`config.mk`:
```
export PLATFORM = sky130hd
export DESIGN_NAME = circular_run_slot_allocator
export DESIGN_NICKNAME = d
export VERILOG_FILES = /design/src/crsa_pkg.sv /design/src/crsa_occ_ram.sv /design/src/circular_run_slot_allocator.sv
export SDC_FILE = /design/constraint.sdc
export NUM_CORES = 1
export LEC_CHECK = 0
export ABC_AREA = 1
export BUFFER_PORTS_ARGS = -buffer_cell sky130_fd_sc_hd__buf_4
export CAP_MARGIN = 10
export CORE_MARGIN = 10
export CORE_UTILIZATION = 45
export CTS_CLUSTER_DIAMETER = 100
export CTS_CLUSTER_SIZE = 10
export DETAILED_ROUTE_END_ITERATION = 12
export GPL_TIMING_DRIVEN = 0
export SLEW_MARGIN = 40
export SYNTH_ARGS = -nofsm -noshare
export SYNTH_HDL_FRONTEND = slang
export SYNTH_HIERARCHICAL = 1
export SYNTH_SLANG_ARGS = --single-unit
```
`constraint.sdc`:
```
create_clock -name clock -period 4.3 [get_ports clock]
set_input_delay 0.215 -clock clock [delete_from_list [all_inputs] [get_ports clock]]
set_output_delay 0.215 -clock clock [all_outputs]
set_load 0.05 [all_outputs]
```
`src/crsa_pkg.sv`:
```
// Shared constants for the circular run slot allocator.
// Field widths, mode codes and reset values; no dependencies.
package crsa_pkg;

   // Payload and register widths
   localparam int CNT_W   = 7;   // spot count, run length, counters
   localparam int START_W = 6;   // start index field
   localparam int ANS_W   = 8;   // signed answer field
   localparam int STEP_W  = $clog2(START_W);

   // Default map depth and register reset
   localparam int              MAX_SPOTS_DEF    = 64;
   localparam logic [CNT_W-1:0] SPOT_COUNT_RESET = 7'd64;

   // Request modes
   localparam logic MODE_STORE = 1'b0;
   localparam logic MODE_FREE  = 1'b1;

   // Answer when no run fits
   localparam logic signed [ANS_W-1:0] ANS_NO_FIT = -8'sd1;

endpackage

```
`src/crsa_occ_ram.sv`:
```
// Occupancy bitmap storage: one write port, one registered read port.
// Stand-alone; no package needed.
module crsa_occ_ram #(
   parameter int DEPTH  = 64,
   parameter int ADDR_W = $clog2(DEPTH)
) (
   input  logic              clock,
   input  logic              wr_en,
   input  logic [ADDR_W-1:0] wr_addr,
   input  logic              wr_data,
   input  logic [ADDR_W-1:0] rd_addr,
   output logic              rd_data
);

   logic mem [DEPTH];
   logic rd_data_ff;

   // Write and registered read; a read at the written address sees the old bit
   always_ff @(posedge clock) begin
      if (wr_en) begin
         mem[wr_addr] <= wr_data;
      end
      rd_data_ff <= mem[rd_addr];
   end

   assign rd_data = rd_data_ff;

endmodule

```
`src/circular_run_slot_allocator.sv`:
```
// Circular run slot allocator top level: sequencer, modulo unit and bitmap.
// Depends on crsa_pkg and crsa_occ_ram.
//
//  channel | direction | handshake               | payload
//  req     | in        | req_valid / req_ready   | req_mode, req_start_index, req_slot_count
//  rsp     | out       | rsp_valid / rsp_ready   | rsp_answer
//  csr     | in        | csr_wr_en (no wait)     | csr_wr_data (spot count)
//
// Steps per item: accept, 6 modulo steps, work, result load.
//   store: work = scan of at most n spots (one bitmap read per cycle) plus len mark writes.
//   free:  work = len reads (read, then clear if set on the following cycle).
// The single bitmap read port paces the scan and the release walk.
// After reset a clearing pass over all MAX_SPOTS spots runs before req_ready rises.
// A finished result waits in the output register; the next request is taken meanwhile.
module circular_run_slot_allocator
   import crsa_pkg::*;
#(
   parameter int MAX_SPOTS = MAX_SPOTS_DEF
) (
   input  logic                    clock,
   input  logic                    reset,
   // request channel
   input  logic                    req_valid,
   output logic                    req_ready,
   input  logic                    req_mode,
   input  logic [START_W-1:0]      req_start_index,
   input  logic [CNT_W-1:0]        req_slot_count,
   // response channel
   output logic                    rsp_valid,
   input  logic                    rsp_ready,
   output logic signed [ANS_W-1:0] rsp_answer,
   // configuration
   input  logic                    csr_wr_en,
   input  logic [CNT_W-1:0]        csr_wr_data
);

   localparam int PW = (MAX_SPOTS > 1) ? $clog2(MAX_SPOTS) : 1;
   localparam int XW = ((PW > CNT_W) ? PW : CNT_W) + 1;
   localparam int RW = START_W + CNT_W;

   typedef enum logic [2:0] {
      ST_CLEAR,
      ST_IDLE,
      ST_REDUCE,
      ST_SCAN,
      ST_FREE,
      ST_MARK,
      ST_DONE
   } state_type;

   state_type state_ff, state_in;

   logic [CNT_W-1:0]        spot_count_ff, spot_count_in;
   logic [PW-1:0]           clr_addr_ff, clr_addr_in;
   logic                    mode_ff, mode_in;
   logic [CNT_W-1:0]        len_ff, len_in;
   logic [CNT_W-1:0]        n_ff, n_in;
   logic [START_W-1:0]      rem_ff, rem_in;
   logic [STEP_W-1:0]       step_ff, step_in;
   logic [PW-1:0]           pos_ff, pos_in;
   logic [PW-1:0]           chk_pos_ff, chk_pos_in;
   logic                    rd_live_ff, rd_live_in;
   logic                    fwd_ff, fwd_in;
   logic [PW-1:0]           base_ff, base_in;
   logic [CNT_W-1:0]        run_ff, run_in;
   logic [CNT_W-1:0]        visits_ff, visits_in;
   logic [CNT_W-1:0]        issued_ff, issued_in;
   logic [CNT_W-1:0]        released_ff, released_in;
   logic signed [ANS_W-1:0] result_ff, result_in;
   logic                    rsp_valid_ff, rsp_valid_in;
   logic signed [ANS_W-1:0] rsp_answer_ff, rsp_answer_in;

   logic                    mem_we;
   logic [PW-1:0]           mem_waddr;
   logic                    mem_wdata;
   logic                    mem_rdata;

   logic [CNT_W-1:0]        n_active;
   logic [RW-1:0]           div_term;
   logic [START_W-1:0]      rem_next;

   // Next spot round the circle of n spots
   function automatic logic [PW-1:0] wrap_inc(input logic [PW-1:0] p,
                                              input logic [CNT_W-1:0] n);
      logic [XW-1:0] s;
      s = XW'(p) + XW'(1);
      return (s == XW'(n)) ? '0 : PW'(s);
   endfunction

   // Active spot count: zero reads as one, saturate at the map depth
   always_comb begin
      n_active = (spot_count_ff == '0) ? CNT_W'(1) : spot_count_ff;
      if (int'(n_active) > MAX_SPOTS) begin
         n_active = CNT_W'(MAX_SPOTS);
      end
   end

   // Shared shift-subtract step of the start index reduction
   always_comb begin
      div_term = RW'(n_ff) << step_ff;
      rem_next = rem_ff;
      if (RW'(rem_ff) >= div_term) begin
         rem_next = START_W'(RW'(rem_ff) - div_term);
      end
   end

   // Sequencer
   always_comb begin
      state_in      = state_ff;
      spot_count_in = csr_wr_en ? csr_wr_data : spot_count_ff;
      clr_addr_in   = clr_addr_ff;
      mode_in       = mode_ff;
      len_in        = len_ff;
      n_in          = n_ff;
      rem_in        = rem_ff;
      step_in       = step_ff;
      pos_in        = pos_ff;
      chk_pos_in    = chk_pos_ff;
      rd_live_in    = 1'b0;
      fwd_in        = 1'b0;
      base_in       = base_ff;
      run_in        = run_ff;
      visits_in     = visits_ff;
      issued_in     = issued_ff;
      released_in   = released_ff;
      result_in     = result_ff;
      rsp_valid_in  = rsp_valid_ff;
      rsp_answer_in = rsp_answer_ff;
      mem_we        = 1'b0;
      mem_waddr     = pos_ff;
      mem_wdata     = 1'b0;
      req_ready     = (state_ff == ST_IDLE);

      // Output transfer retires the held result
      if (rsp_valid_ff && rsp_ready) begin
         rsp_valid_in = 1'b0;
      end

      unique case (state_ff)
         ST_CLEAR: begin
            mem_we      = 1'b1;
            mem_waddr   = clr_addr_ff;
            clr_addr_in = clr_addr_ff + PW'(1);
            if (clr_addr_ff == PW'(MAX_SPOTS - 1)) begin
               state_in = ST_IDLE;
            end
         end

         ST_IDLE: begin
            if (req_valid) begin
               mode_in  = req_mode;
               len_in   = req_slot_count;
               rem_in   = req_start_index;
               n_in     = n_active;
               step_in  = STEP_W'(START_W - 1);
               state_in = ST_REDUCE;
            end
         end

         ST_REDUCE: begin
            rem_in = rem_next;
            if (step_ff == '0) begin
               pos_in      = PW'(rem_next);
               base_in     = PW'(rem_next);
               run_in      = '0;
               visits_in   = '0;
               issued_in   = '0;
               released_in = '0;
               if (len_ff == '0) begin
                  result_in = (mode_ff == MODE_STORE) ? ANS_W'(rem_next) : '0;
                  state_in  = ST_DONE;
               end else if (mode_ff == MODE_STORE) begin
                  state_in = ST_SCAN;
               end else begin
                  state_in = ST_FREE;
               end
            end else begin
               step_in = step_ff - STEP_W'(1);
            end
         end

         ST_SCAN: begin
            // stream reads one spot ahead of the check
            pos_in     = wrap_inc(pos_ff, n_ff);
            chk_pos_in = pos_ff;
            rd_live_in = 1'b1;
            if (rd_live_ff) begin
               if (visits_ff == n_ff) begin
                  // every spot seen once already: the search would repeat
                  result_in  = ANS_NO_FIT;
                  rd_live_in = 1'b0;
                  state_in   = ST_DONE;
               end else begin
                  visits_in = visits_ff + CNT_W'(1);
                  if (mem_rdata) begin
                     run_in  = '0;
                     base_in = wrap_inc(chk_pos_ff, n_ff);
                  end else if (run_ff + CNT_W'(1) == len_ff) begin
                     pos_in     = base_ff;
                     issued_in  = '0;
                     rd_live_in = 1'b0;
                     state_in   = ST_MARK;
                  end else begin
                     run_in = run_ff + CNT_W'(1);
                  end
               end
            end
         end

         ST_FREE: begin
            // check and clear the spot read last cycle
            if (rd_live_ff) begin
               visits_in = visits_ff + CNT_W'(1);
               if (mem_rdata && !fwd_ff) begin
                  mem_we      = 1'b1;
                  mem_waddr   = chk_pos_ff;
                  released_in = released_ff + CNT_W'(1);
               end
               if (visits_ff + CNT_W'(1) == len_ff) begin
                  result_in = ANS_W'(released_in);
                  state_in  = ST_DONE;
               end
            end
            // issue the next read; a same-address clear this cycle makes it free
            if (issued_ff != len_ff) begin
               pos_in     = wrap_inc(pos_ff, n_ff);
               chk_pos_in = pos_ff;
               issued_in  = issued_ff + CNT_W'(1);
               rd_live_in = 1'b1;
               fwd_in     = mem_we && (mem_waddr == pos_ff);
            end
         end

         ST_MARK: begin
            mem_we    = 1'b1;
            mem_waddr = pos_ff;
            mem_wdata = 1'b1;
            pos_in    = wrap_inc(pos_ff, n_ff);
            issued_in = issued_ff + CNT_W'(1);
            if (issued_ff + CNT_W'(1) == len_ff) begin
               result_in = ANS_W'(base_ff);
               state_in  = ST_DONE;
            end
         end

         ST_DONE: begin
            if (!rsp_valid_ff || rsp_ready) begin
               rsp_valid_in  = 1'b1;
               rsp_answer_in = result_ff;
               state_in      = ST_IDLE;
            end
         end

         default: begin
            state_in = ST_IDLE;
         end
      endcase
   end

   // State and registered outputs
   always_ff @(posedge clock) begin
      if (reset) begin
         state_ff      <= ST_CLEAR;
         spot_count_ff <= SPOT_COUNT_RESET;
         clr_addr_ff   <= '0;
         rd_live_ff    <= 1'b0;
         fwd_ff        <= 1'b0;
         rsp_valid_ff  <= 1'b0;
      end else begin
         state_ff      <= state_in;
         spot_count_ff <= spot_count_in;
         clr_addr_ff   <= clr_addr_in;
         rd_live_ff    <= rd_live_in;
         fwd_ff        <= fwd_in;
         rsp_valid_ff  <= rsp_valid_in;
      end
      mode_ff       <= mode_in;
      len_ff        <= len_in;
      n_ff          <= n_in;
      rem_ff        <= rem_in;
      step_ff       <= step_in;
      pos_ff        <= pos_in;
      chk_pos_ff    <= chk_pos_in;
      base_ff       <= base_in;
      run_ff        <= run_in;
      visits_ff     <= visits_in;
      issued_ff     <= issued_in;
      released_ff   <= released_in;
      result_ff     <= result_in;
      rsp_answer_ff <= rsp_answer_in;
   end

   // Occupancy bitmap
   crsa_occ_ram #(
      .DEPTH  (MAX_SPOTS),
      .ADDR_W (PW)
   ) u_occ_ram (
      .clock   (clock),
      .wr_en   (mem_we),
      .wr_addr (mem_waddr),
      .wr_data (mem_wdata),
      .rd_addr (pos_ff),
      .rd_data (mem_rdata)
   );

   assign rsp_valid  = rsp_valid_ff;
   assign rsp_answer = rsp_answer_ff;

endmodule

```
# Word level (Yosys, flattened, before mapping)
# Memory sizes are Yosys's and may differ from the RTL's. A register that Yosys moved wholly into a read port is not among the register bits.
# Index checks and enable logic that the tools add are counted.
dict set report word_totals {
  reg_bits 105
  ramBits 64
  n_memories 1
  output_inout_bits 10
  in_bits 26
  wordCells 184
}
dict set report classes {
  eq_ne 34
  bitwise 2
  muxes 84
  n_addsub 9
  shifts 1
  order_cmp 2
  reduce_logical 31
}
# name words width read_ports rd_clocked_by_memory_dff write_ports line
set memory_table {}
lappend memory_table {u_occ_ram.mem 64 1 1 1 1 crsa_occ_ram.sv:15} ;# logic mem [DEPTH];
# cell n
set op_table {}
lappend op_table {{$mux 7} 16}
lappend op_table {{$mux 6} 18}
lappend op_table {{$mux 8} 7}
lappend op_table {{$pmux 6 s2} 4}
lappend op_table {{$mux 3} 15}
lappend op_table {{$eq 7x7->1} 6}
lappend op_table {{$pmux 8 s4} 1}
lappend op_table {{$ne 2x2->1 const B} 15}
lappend op_table {{$add 7x1->7 const B} 4}
lappend op_table {{$pmux 7 s2} 2}
lappend op_table {{$pmux 7 s4} 1}
lappend op_table {{$pmux 6 s4} 1}
lappend op_table {{$pmux 3 s7} 1}
lappend op_table {{$pmux 7 s3} 1}
lappend op_table {{$reduce_and 5->1} 3}
lappend op_table {{$add 6x1->7 const B} 2}
lappend op_table {{$logic_not 7->1} 2}
lappend op_table {{$mux 1} 14}
lappend op_table {{$ge 6x13->1} 1}
lappend op_table {{$shl 7x3->13} 1}
lappend op_table {{$reduce_and 10->1} 1}
lappend op_table {{$eq 3x3->1 const B} 3}
lappend op_table {{$reduce_and 3->1} 3}
lappend op_table {{$reduce_and 2->1} 4}
lappend op_table {{other kinds (26)} 37}

# Longest topological paths before layout
# Gate-level depths: netlist (run 1).
dict set report depth {
  word_depth 8
  ltp_mapped 20
  ltp_nobuf 20
}

# Hierarchy
# Netlist (run 1), hierarchy kept.
# mod area_per_inst_um2 cells_each seq_area_each_um2 instances
set modules_own_cells {}
lappend modules_own_cells {circular_run_slot_allocator 6621.4 831 2962.8 1}
lappend modules_own_cells {crsa_occ_ram 3065.4 324 1941.9 1}

# Worst setup path before layout (run 1)
# No wires, ideal clock.
dict set report synth_path {
  path_type {reg2reg}
  from {reg state_ff[2]}
  to {mem u_occ_ram.mem[40], enable pin}
  path_slack_ns -0.443
  setup_ns 0.301
  path_stages_with_launch 8
  n_path_buf 1
  required_time_ns 3.999
  t_arrival_ns 4.442
  synth_period_minus_slack_ns 4.743
  path_cell_list {dfxtp_1 > inv_1 > nor3_1 > inv_1 > o211ai_1 > buf_2 > nand3_1 > nor2_1}
}
dict set report synth_via {
  elab_chain_cells 5
  elab_cells_between_ends 8
  classes_between {eq/ne: 2; mux: 4; reduce/logical: 2}
}
# element line
set synth_lines {}
lappend synth_lines {{from (decl)} circular_run_slot_allocator.sv:51} ;# state_type state_ff, state_in;
lappend synth_lines {{from (signal assigned)} circular_run_slot_allocator.sv:270} ;# state_ff <= state_in;
lappend synth_lines {{$eq 3x3->1 or $logic_not 3->1 (tied branches)} circular_run_slot_allocator.sv:139} ;# unique case (state_ff)
lappend synth_lines {{$reduce_or 2->1 (no line)} --}
lappend synth_lines {{$pmux 1 s2 (*)} circular_run_slot_allocator.sv:139}
lappend synth_lines {{net mem_we} circular_run_slot_allocator.sv:73} ;# logic mem_we;
lappend synth_lines {{$mux 1 (*)} crsa_occ_ram.sv:20} ;# if (wr_en) begin
lappend synth_lines {{$mux 1 (not written as such) (*)} crsa_occ_ram.sv:21} ;# mem[wr_addr] <= wr_data;
lappend synth_lines {{to (decl)} crsa_occ_ram.sv:15}
# Mark *: on every way through the listed nets, which the timed path passes. The rest lies on a longest branch.

# Final worst setup path (run 1)
dict set report layout_path {
  from {reg n_ff[2]}
  to {reg result_ff[5], data pin}
}
dict set report layout_via {
  elab_chain_cells 7
  elab_cells_between_ends 8
  classes_between {add/sub: 1; order compare: 1; shift: 1; mux: 5}
}
# element line
set layout_lines {}
lappend layout_lines {{from (decl)} circular_run_slot_allocator.sv:57} ;# logic [CNT_W-1:0] n_ff, n_in;
lappend layout_lines {{from (signal assigned)} circular_run_slot_allocator.sv:279} ;# n_ff <= n_in;
lappend layout_lines {{$shl 7x3->13 (*)} circular_run_slot_allocator.sv:100} ;# div_term = RW'(n_ff) << step_ff;
lappend layout_lines {{$ge 6x13->1 or $sub 6x6->6 (tied branches)} {circular_run_slot_allocator.sv:102, circular_run_slot_allocator.sv:103}}
lappend layout_lines {{$mux 6 (*)} circular_run_slot_allocator.sv:102} ;# if (RW'(rem_ff) >= div_term) begin
lappend layout_lines {{$mux 6 (*)} circular_run_slot_allocator.sv:170} ;# result_in = (mode_ff == MODE_STORE) ? ANS_W'(rem_next) : '0;
lappend layout_lines {{$mux 8 (*)} circular_run_slot_allocator.sv:169} ;# if (len_ff == '0) begin
lappend layout_lines {{$mux 8 (*)} circular_run_slot_allocator.sv:162} ;# if (step_ff == '0) begin
lappend layout_lines {{$pmux 8 s4 (*)} circular_run_slot_allocator.sv:139}
lappend layout_lines {{net result_in[5]} circular_run_slot_allocator.sv:69} ;# logic signed [ANS_W-1:0] result_ff, result_in;
lappend layout_lines {{to (signal assigned)} circular_run_slot_allocator.sv:289} ;# result_ff <= result_in;
lappend layout_lines {{to (decl)} circular_run_slot_allocator.sv:69}
# Mark *: on every way through the listed nets, which the timed path passes. The rest lies on a longest branch. The select of a mux whose other input is x is not followed.
# A chain may end at the register's enable or synchronous reset.

==> impl_metrics.tcl, run 1 <==
set metrics [dict create \
    outcome "finished clean" \
    worstPathRequired_ns 4.54 \
    ios 36 \
    cts_max_level 4 \
    cts_sinks 170 \
    synth_top_area_frac 0.465 \
    port_buffers 35 \
    critPathMaxFanout 7 \
    min_period_ns 3.26 \
    dieWidth_um 167 \
    dieHeight_um 167 \
    num_antenna_cells 0 \
    total_power_w 0.00721 \
    tns_ns 0 \
    grt_overflow 0 \
    dieArea_um2 27800 \
    netlist_area_um2 9690 \
    ys.flop_type "edfxtp_1" \
    cp_slowest_stage_delay_ns 0.46 \
    rsz0062_at_grt "no" \
    synth_edf_count 150 \
    ys_ff_latch 170 \
    drt_iter0_drc 615 \
    cts_buffers 17 \
    root_buffer "clkbuf_16" \
    crit_family "simple AND/OR/NAND/NOR gates" \
    layout_setup_ws_ns 1.04 \
    core_area_um2 21100 \
    place_hpwl_mm 18.9 \
    cp.arrival_ns 3.50 \
    area_delta_synth_final_pct 13.9 \
    finalInstanceArea_um2 11000 \
    grt_pass1_vias 7573 \
    grt_pass1_wl_mm 40.5 \
    final_hold_viol_count 0 \
    min-delay-path-class "in -> reg" \
    finalSetupViolCount 0 \
    cts_tree "yes" \
    cp-start-kind "flop" \
    placed_cells 1469 \
    synth_top_area_cell "edfxtp_1" \
    clockBufferDepth 2 \
    ir_drop_uv 416 \
    clk_pin_slew_ns 0.07 \
    synthTopCellsByCount "286 x nand2_1, 150 x edfxtp_1, 140 x nor2_1, 139 x inv_1, 125 x nand3_1" \
    synth_cell_types 44 \
    layout-drive-gt1-share 0.0986 \
    grt_max_degree 19 \
    dr.pass1.iters 6 \
    synth_nets 1198 \
    fin_crit_sh 0.758 \
    row_count 53 \
    nets 1267 \
    wl_per_cell_um 16.5 \
    relSlewSlack 0.479 \
    synth.area.top_cells "edfxtp_1 46%, nand2_1 11%, nand3_1 6.5%, nor2_1 5.4%, inv_1 5.4%" \
    p_per_area_nw_per_um2 654 \
    slowest_stage "edfxtp_1" \
    timing_worst_setup_path_type "reg -> reg" \
    netlist_instances 1155 \
    vias 7967 \
    grt.total_usage 0.180 \
    worstMarginPinSlew_ns 0.779 \
    end_kind "flop" \
    worstPathCellList "inv_1 > o21ai_0 > o21ai_0 > or2_2 > ha_1 > nand2_1 > nand2_1 > nand2_1 > nand3_1 > nand2_1 > nand2_1 > nand3_4 > nand2_1 > nand3_1 > o21ai_1" \
    crit_buf_inv 1 \
    p_leak_nw 4.53 \
    drv_slew 0 \
    avgSynthCellArea_um2 8.39 \
    via_per_inst 5.27 \
    max_freq_ghz 0.307 \
    synth_async_sr_flop_share 0 \
    ys_warn_count 6 \
    cap_violations 0 \
    place_area_um2 10400 \
    clk_latency_ns 0.43 \
    synth-seq-area-share 0.506 \
    routed_wl_mm 25.0 \
    place_congestion 0.898 \
    drcViolationCount 0 \
    preCtsSetupSlack_ns 1.12 \
    antenna_left 0 \
    cts_setup_buffers 0 \
    initial_utilization 0.459 \
    antenna_found_initial 0 \
    final.setup_skew_ns 0.0131 \
    cp_common_cell "nand2_1" \
    yosysMostFrequentCell "nand2_1" \
    fin_cells 1512 \
]
-- worst reg2reg max path: stages (launching register included) --
cell      delay (ns)
edfxtp_1        0.46
inv_1           0.13
o21ai_0         0.27
o21ai_0         0.16
or2_2           0.30
ha_1            0.39
nand2_1         0.07
nand2_1         0.08
nand2_1         0.05
nand3_1         0.11
nand2_1         0.07
nand2_1         0.22
nand3_4         0.14
nand2_1         0.10
nand3_1         0.19
o21ai_1         0.32
-- registers in the layout, summed over array words and instances (netlist names), 6 cells and up --
register and cells:
released_ff 7, rsp_answer 8, visits_ff 7, run_ff 7
clr_addr_ff 6, base_ff 6, chk_pos_ff 6, issued_ff 7
len_ff 7, spot_count_ff 7, pos_ff 6, result_ff 8
u_occ_ram/mem 64, rem_ff 6, n_ff 7
-- where the power goes --
group	switching [W]	internal, W
Clock	0.000690	0.000810
Combinational	0.00212	0.000977
Sequential	0.000341	0.00227
-- per-stage QoR --
step / hold slack, ns / util
after global routing: 0.00484 / 0.523
after CTS: 0.0174 / 0.523
final: 0.0262 / 0.523
after floorplan: 0.284 / -
after global placement: 0.394 / 0.488
after detailed placement: 0.396 / 0.491
-- logic make-up (layout without fill, tap and decap cells) --
family,count (synthesis),after routing,synth area share
compound gates,130,130,0.0731
xor+xnor,36,36,0.0333
fa+ha+maj,17,17,0.0227
buf+inv,172,254,0.0783
flops,170,170,0.506
simple gates,630,630,0.286
-- routing by layer --
layer  wire, µm  vias up  global-route usage
met1      11600     3672               0.245
li1           -     4015                   -
met2      11300      229               0.282
met3       1470       51              0.0325
met4        684        0              0.0611
met5          0        -                   0
-- timing repair --
action,in CTS,in global routing
gates resized for setup,0,0
hold endpoints to repair,9,0
hold buffers,10,0
-- final timing paths --
kind                                      end  cells past startpoint         start  slack (ns)
worst max-delay path             result_ff[5]                     15       n_ff[2]        1.04
worst min register to register  rsp_answer[4]                      0  result_ff[4]        0.42
worst max register to register   result_ff[5]                     15       n_ff[2]        1.04
worst min-delay path               rd_live_ff                      2         reset        0.03
-- area by class of cell --
cell class	count	area, µm²
clock buffers	21	472
plain buffers	29	216
multi-input cells	813	4040
inverters	143	542
clock inverters	11	98.8
repair buffers	50	413
fillers	2037	10100
flip-flops and latches	170	4900
well taps	275	344
-- cells in the final DEF (no fill, tap or decap), drive strengths merged, types with 22 or more instances in the layout --
cell      n
nand4    27
nand2   288
o21ai    75
a21oi    31
nor2    148
inv     151
nand3   129
xor2     22
buf      62
clkbuf   28
edfxtp  150
nor3     26
Power figures use the tool's default switching activity.
==> run 2: changes to the inputs <==
--- a/config.mk
+++ b/config.mk
@@ -5,7 +5,7 @@
 export SDC_FILE = /design/constraint.sdc
 export NUM_CORES = 1
 export LEC_CHECK = 0
-export ABC_AREA = 1
+export ABC_AREA = 0
 export BUFFER_PORTS_ARGS = -buffer_cell sky130_fd_sc_hd__buf_4
 export CAP_MARGIN = 10
 export CORE_MARGIN = 10
==> constraint.sdc (replaced) <==
create_clock -name clock -period 2.67 [get_ports clock]
set_input_delay 0.1335 -clock clock [delete_from_list [all_inputs] [get_ports clock]]
set_output_delay 0.1335 -clock clock [all_outputs]
set_load 0.05 [all_outputs]
==> impl_metrics.tcl, run 2 <==
set metrics [dict create \
    grt_pass1_wl_mm 37.7 \
    wl_per_cell_um 20.2 \
    port_buffers 33 \
    rsz0062_at_grt "yes" \
    ir_drop_uv 738 \
    antenna_found_initial 0 \
    cts_tree "yes" \
    total_power_w 0.0121 \
    violations "setup timing" \
    ios 36 \
    cts_max_level 4 \
    drv_slew 0 \
    end_kind "flop" \
    area_delta_synth_final_pct 20.4 \
    relSlewSlack 0.512 \
    drcViolationCount 0 \
    place_hpwl_mm 16.7 \
    max_freq_ghz 0.326 \
    nets 953 \
    fin_cells 1193 \
    cts_sinks 170 \
    final.setup_skew_ns 0.0102 \
    dieHeight_um 164 \
    synth_async_sr_flop_share 0 \
    timing_worst_setup_path_type "reg -> reg" \
    layout_commonest_cell "edfxtp_1" \
    layout_setup_ws_ns -0.399 \
    min_path_cells 3 \
    synth_top_area_cell "edfxtp_1" \
    ff2ff_path_depth 13 \
    p_leak_nw 3.95 \
    cap_violations 0 \
    place_congestion 0.873 \
    vias 6701 \
    cp-start-kind "flop" \
    row_count 52 \
    min-delay-path-class "in -> reg" \
    regMostFlops "u_occ_ram/mem" \
    synth_edf_count 150 \
    clockBufferDepth 2 \
    num_antenna_cells 0 \
    grt.total_usage 0.182 \
    synth-seq-area-share 0.528 \
    dr.pass1.iters 5 \
    synth_top_area_frac 0.485 \
    finalSetupViolCount 30 \
    tns_ns -7.47 \
    hold_ws_ns 0.0177 \
    final_cell_mix "150 x edfxtp_1, 115 x nor2_1, 63 x buf_4" \
    yosysMostFrequentCell "edfxtp_1" \
    worstMarginPinSlew_ns 0.723 \
    drt_iter0_drc 562 \
    avgSynthCellArea_um2 11.4 \
    grt_overflow 0 \
    root_buffer "clkbuf_16" \
    min_period_ns 3.07 \
    ys.flop_type "edfxtp_1" \
    core_area_um2 20300 \
    dieWidth_um 164 \
    routed_wl_mm 24.1 \
    initial_utilization 0.458 \
    ys_warn_count 6 \
    final_hold_viol_count 0 \
    dieArea_um2 26800 \
    grt_max_degree 73 \
    critPathMaxFanout 5 \
    synthTopCellsByCount "150 x edfxtp_1, 119 x nor2_1, 62 x nand2_1, 49 x xnor2_1, 45 x xor2_1" \
    via_per_inst 5.62 \
    synth.area.top_cells "edfxtp_1 48%, nor2_1 4.8%, xnor2_1 4.6%, dfxtp_1 4.3%, xor2_1 4.2%" \
    synth_nets 862 \
    final_core_util 0.551 \
    grt_pass1_vias 7027 \
    placed_cells 1122 \
    worstPathRequired_ns 2.85 \
    clk_latency_ns 0.43 \
    ys_ff_latch 170 \
    outcome "complete, but fails checks" \
    netlist_area_um2 9300 \
    synth_cell_types 71 \
    largest_reg_flops 64 \
    fin_crit_sh 1.15 \
    antenna_left 0 \
    clk_pin_slew_ns 0.07 \
    cp.arrival_ns 3.25 \
    p_per_area_nw_per_um2 1080 \
    cts_buffers 17 \
    layout-drive-gt1-share 0.213 \
    netlist_instances 819 \
]
==> run 2: where the power goes <==
part	switching, W	internal [W]	leakage [nW]
Sequential	0.000433	0.00363	1.54
Combinational	0.00344	0.00213	2.13
Clock	0.00112	0.00130	0.271
==> run 2: worst paths after layout <==
| kind | start | endpoint | slack [ns] |
|---|---|---|---|
| setup / recovery | step_ff[0] | pos_ff[1] | -0.40 |
| hold / removal | req_start_index[4] | rem_ff[4] | 0.02 |
| setup reg to reg | step_ff[0] | pos_ff[1] | -0.40 |
| hold reg to reg | result_ff[1] | rsp_answer[1] | 0.42 |
==> run 2: final cells by class <==
| class | instances | area [µm²] |
|---|---|---|
| timing repair buffer | 85 | 712 |
| fill | 1743 | 9110 |
| multi-input combinational | 585 | 4380 |
| tap | 270 | 338 |
| clock buffer | 17 | 425 |
| inverter | 13 | 48.8 |
| buffer | 38 | 244 |
| sequential | 170 | 4910 |
| clock inverter | 15 | 141 |
==> run 2: cell families (layout without fill, tap and decap cells) <==
group	after synthesis	count (layout)	share of synthesized area
muxes	43	43	0.0701
DFF	170	170	0.528
adders and majority gates	17	17	0.0237
xor gates and xnor gates	95	95	0.0910
and+or+nand+nor	309	309	0.157
AOI/OAI and AO/OA	121	121	0.0957
buffers and inverters	64	168	0.0351
==> run 2: repair_timing <==
item / 4_1_cts / 5_1_grt
pin swaps: 7 / 12
buffers inserted: 22 / 10
hold buffers: 20 / 0
setup endpoints to repair: 117 / 120
endpoints found under the hold margin: 26 / 0
resized for setup: 35 / 39
==> run 2: worst max-delay path, stage by stage (launching register included) <==
cell      delay, ns
edfxtp_1       0.40
buf_6          0.15
mux2i_2        0.15
or3_4          0.38
ha_4           0.23
nor2b_4        0.12
o211ai_1       0.15
buf_4          0.16
a31oi_4        0.09
o211ai_4       0.21
buf_12         0.16
mux2i_4        0.30
o32ai_1        0.12
a21o_1         0.19
==> run 2: through the flow <==
stage | instance area [µm²] | setup WS (ns)
floorplan | 9310 | -0.302
global placement | 9900 | -1.05
detailed placement | 9910 | -1.11
CTS | 11000 | -0.457
global route | 11200 | -0.497
finish | 11200 | -0.399
==> run 2: metal layers <==
metal	routed length (µm)	vias to the layer above	GRT usage
li1	-	3172	-
met1	9950	3297	0.221
met2	12100	193	0.315
met3	1330	39	0.0288
met4	627	0	0.0743
met5	0	-	0
==> run 3: changes to the inputs <==
--- a/config.mk
+++ b/config.mk
@@ -17,5 +17,4 @@
 export SLEW_MARGIN = 40
 export SYNTH_ARGS = -nofsm -noshare
 export SYNTH_HDL_FRONTEND = slang
-export SYNTH_HIERARCHICAL = 1
 export SYNTH_SLANG_ARGS = --single-unit
==> impl_metrics.tcl, run 3 <==
set metrics [dict create \
    outcome "complete, but fails checks" \
    violations "setup timing" \
    layout_commonest_cell "edfxtp_1" \
    drcViolationCount 0 \
    netlist_instances 819 \
    layout-drive-gt1-share 0.233 \
    place_area_um2 9950 \
    port_buffers 33 \
    core_area_um2 20300 \
    worstMarginPinSlew_ns 0.715 \
    p_leak_nw 4.02 \
    synth-seq-area-share 0.526 \
    synth_nets 863 \
    dieWidth_um 164 \
    fin_crit_sh 1.15 \
    num_antenna_cells 0 \
    nets 965 \
    grt_pass1_wl_mm 37.4 \
    fillers 1740 \
    grt_pass1_vias 6919 \
    clk_latency_ns 0.44 \
    synth_top_area_frac 0.483 \
    cts_tree "yes" \
    finalInstanceArea_um2 11300 \
    area_delta_synth_final_pct 21.6 \
    dieArea_um2 26900 \
    timing_worst_setup_path_type "reg -> reg" \
    min-delay-path-class "in -> reg" \
    regMostFlops "u_occ_ram.mem" \
    synth_top_area_cell "edfxtp_1" \
    cts_buffers 17 \
    netlist_area_um2 9330 \
    final.setup_skew_ns 0.0147 \
    synthTopCellsByCount "150 x edfxtp_1, 125 x nor2_1, 50 x nand2_1, 48 x xor2_1, 36 x xnor2_1" \
    root_buffer "clkbuf_16" \
    rsz0062_at_grt "yes" \
    dr.pass1.iters 8 \
    tns_ns -8.13 \
    routed_wl_mm 23.7 \
    place_congestion 0.896 \
    final_cell_mix "150 x edfxtp_1, 125 x nor2_1, 73 x buf_4" \
    fin_cells 1204 \
    ios 36 \
    p_per_area_nw_per_um2 1010 \
    ys_ff_latch 170 \
    placed_cells 1122 \
    cts_max_level 4 \
    drt_iter0_drc 464 \
    synth_cell_types 83 \
    grt_max_degree 73 \
    total_power_w 0.0114 \
    row_count 52 \
    min_period_ns 3.08 \
    critPathMaxFanout 6 \
    cp.arrival_ns 3.25 \
    relSlewSlack 0.523 \
    drv_slew 0 \
    grt.total_usage 0.178 \
    end_kind "flop" \
    ys.flop_type "edfxtp_1" \
    grt_overflow 0 \
    finalSetupViolCount 24 \
    antenna_found_initial 0 \
    layout_setup_ws_ns -0.408 \
    place_hpwl_mm 16.2 \
    clk_pin_slew_ns 0.07 \
    ir_drop_uv 665 \
    cts_sinks 170 \
    synth_async_sr_flop_share 0 \
    cp-start-kind "flop" \
    vias 6895 \
    avgSynthCellArea_um2 11.4 \
    synth_edf_count 150 \
    max_freq_ghz 0.325 \
    clockBufferDepth 2 \
    initial_utilization 0.459 \
    wl_per_cell_um 19.7 \
    ys_warn_count 0 \
    largest_reg_flops 64 \
    final_hold_viol_count 0 \
    dieHeight_um 164 \
    preCtsSetupSlack_ns -0.962 \
    worstPathRequired_ns 2.84 \
    cap_violations 0 \
    synth.area.top_cells "edfxtp_1 48%, mux4_2 5.1%, nor2_1 5.0%, xor2_1 4.5%, dfxtp_1 4.3%" \
    antenna_left 0 \
    yosysMostFrequentCell "edfxtp_1" \
    via_per_inst 5.73 \
]
==> run 3: cell types whose count changed in the layout (fill, tap and decap cells not counted), sizes merged, moves of 8 or more <==
cell,before,now
o21ai,19,27
inv,16,26
mux2i,25,14
xnor2,49,36
and3,7,17
nor2b,19,11
nand2,62,52
buf,77,93
==> run 3: path summary, 6_finish.rpt <==
kind         cells past startpoint  slack, ns             to    startpoint
min                              3       0.07      rsp_valid     rsp_ready
max reg2reg                     12      -0.41      pos_ff[3]    step_ff[0]
max                             12      -0.41      pos_ff[3]    step_ff[0]
min reg2reg                      0       0.42  rsp_answer[3]  result_ff[3]
==> run 3: final cells by class <==
cell class              count  area [µm²]  area share
multi-input cells         580        4430       0.390
clock inverters            15         175      0.0154
well taps                 270         338      0.0298
clock buffers              17         425      0.0375
repair buffers             93         774      0.0683
plain buffers              40         225      0.0199
inverters                  19        72.6     0.00640
flip-flops and latches    170        4910       0.432
==> run 3: cells by family (layout without fill, tap and decap cells) <==
group | Yosys count | in the layout | synth area share
compound gates | 122 | 122 | 0.0912
xor+xnor | 86 | 86 | 0.0839
fa+ha+maj | 18 | 18 | 0.0250
buf+inv | 69 | 184 | 0.0321
flops | 170 | 170 | 0.526
mux | 41 | 41 | 0.0766
simple gates | 313 | 313 | 0.165
==> run 3: routing by layer <==
| layer | share of wire | track usage | vias up |
|---|---|---|---|
| li1 | - | - | 3237 |
| met1 | 0.42 | 0.220 | 3363 |
| met2 | 0.50 | 0.297 | 247 |
| met3 | 0.055 | 0.0401 | 48 |
| met4 | 0.029 | 0.0723 | 0 |
| met5 | 0 | 0 | - |
==> run 3: report_power, final <==
group          internal [W]  switching [W]  total, W
Clock               0.00134        0.00116   0.00250
Sequential          0.00355       0.000334   0.00388
Combinational       0.00195        0.00308   0.00503
==> run 3: worst max-delay path: stages, from the launching register on <==
cell	delay [ns]
edfxtp_1	0.42
clkbuf_8	0.17
mux2i_2	0.14
or3_4	0.37
ha_4	0.23
nor2b_4	0.12
o21ai_2	0.14
a21boi_2	0.09
or3_4	0.35
nand4_4	0.12
buf_12	0.16
mux2i_4	0.34
o211ai_1	0.16
==> run 3: repair_timing <==
item,CTS,global route
pin swaps,21,23
setup buffers,24,15
setup endpoints to repair,63,89
resized for setup,34,43
gates cloned,0,0
hold buffers,21,0
hold endpoints to repair,21,0
==> run 3: through the flow <==
| step | utilization | hold slack [ns] |
|---|---|---|
| CTS | 0.546 | 0.0413 |
| floorplan | - | 0.232 |
| global route | 0.559 | 0.0474 |
| global placement | 0.490 | 0.313 |
| finish | 0.559 | 0.0684 |
| detailed placement | 0.490 | 0.313 |
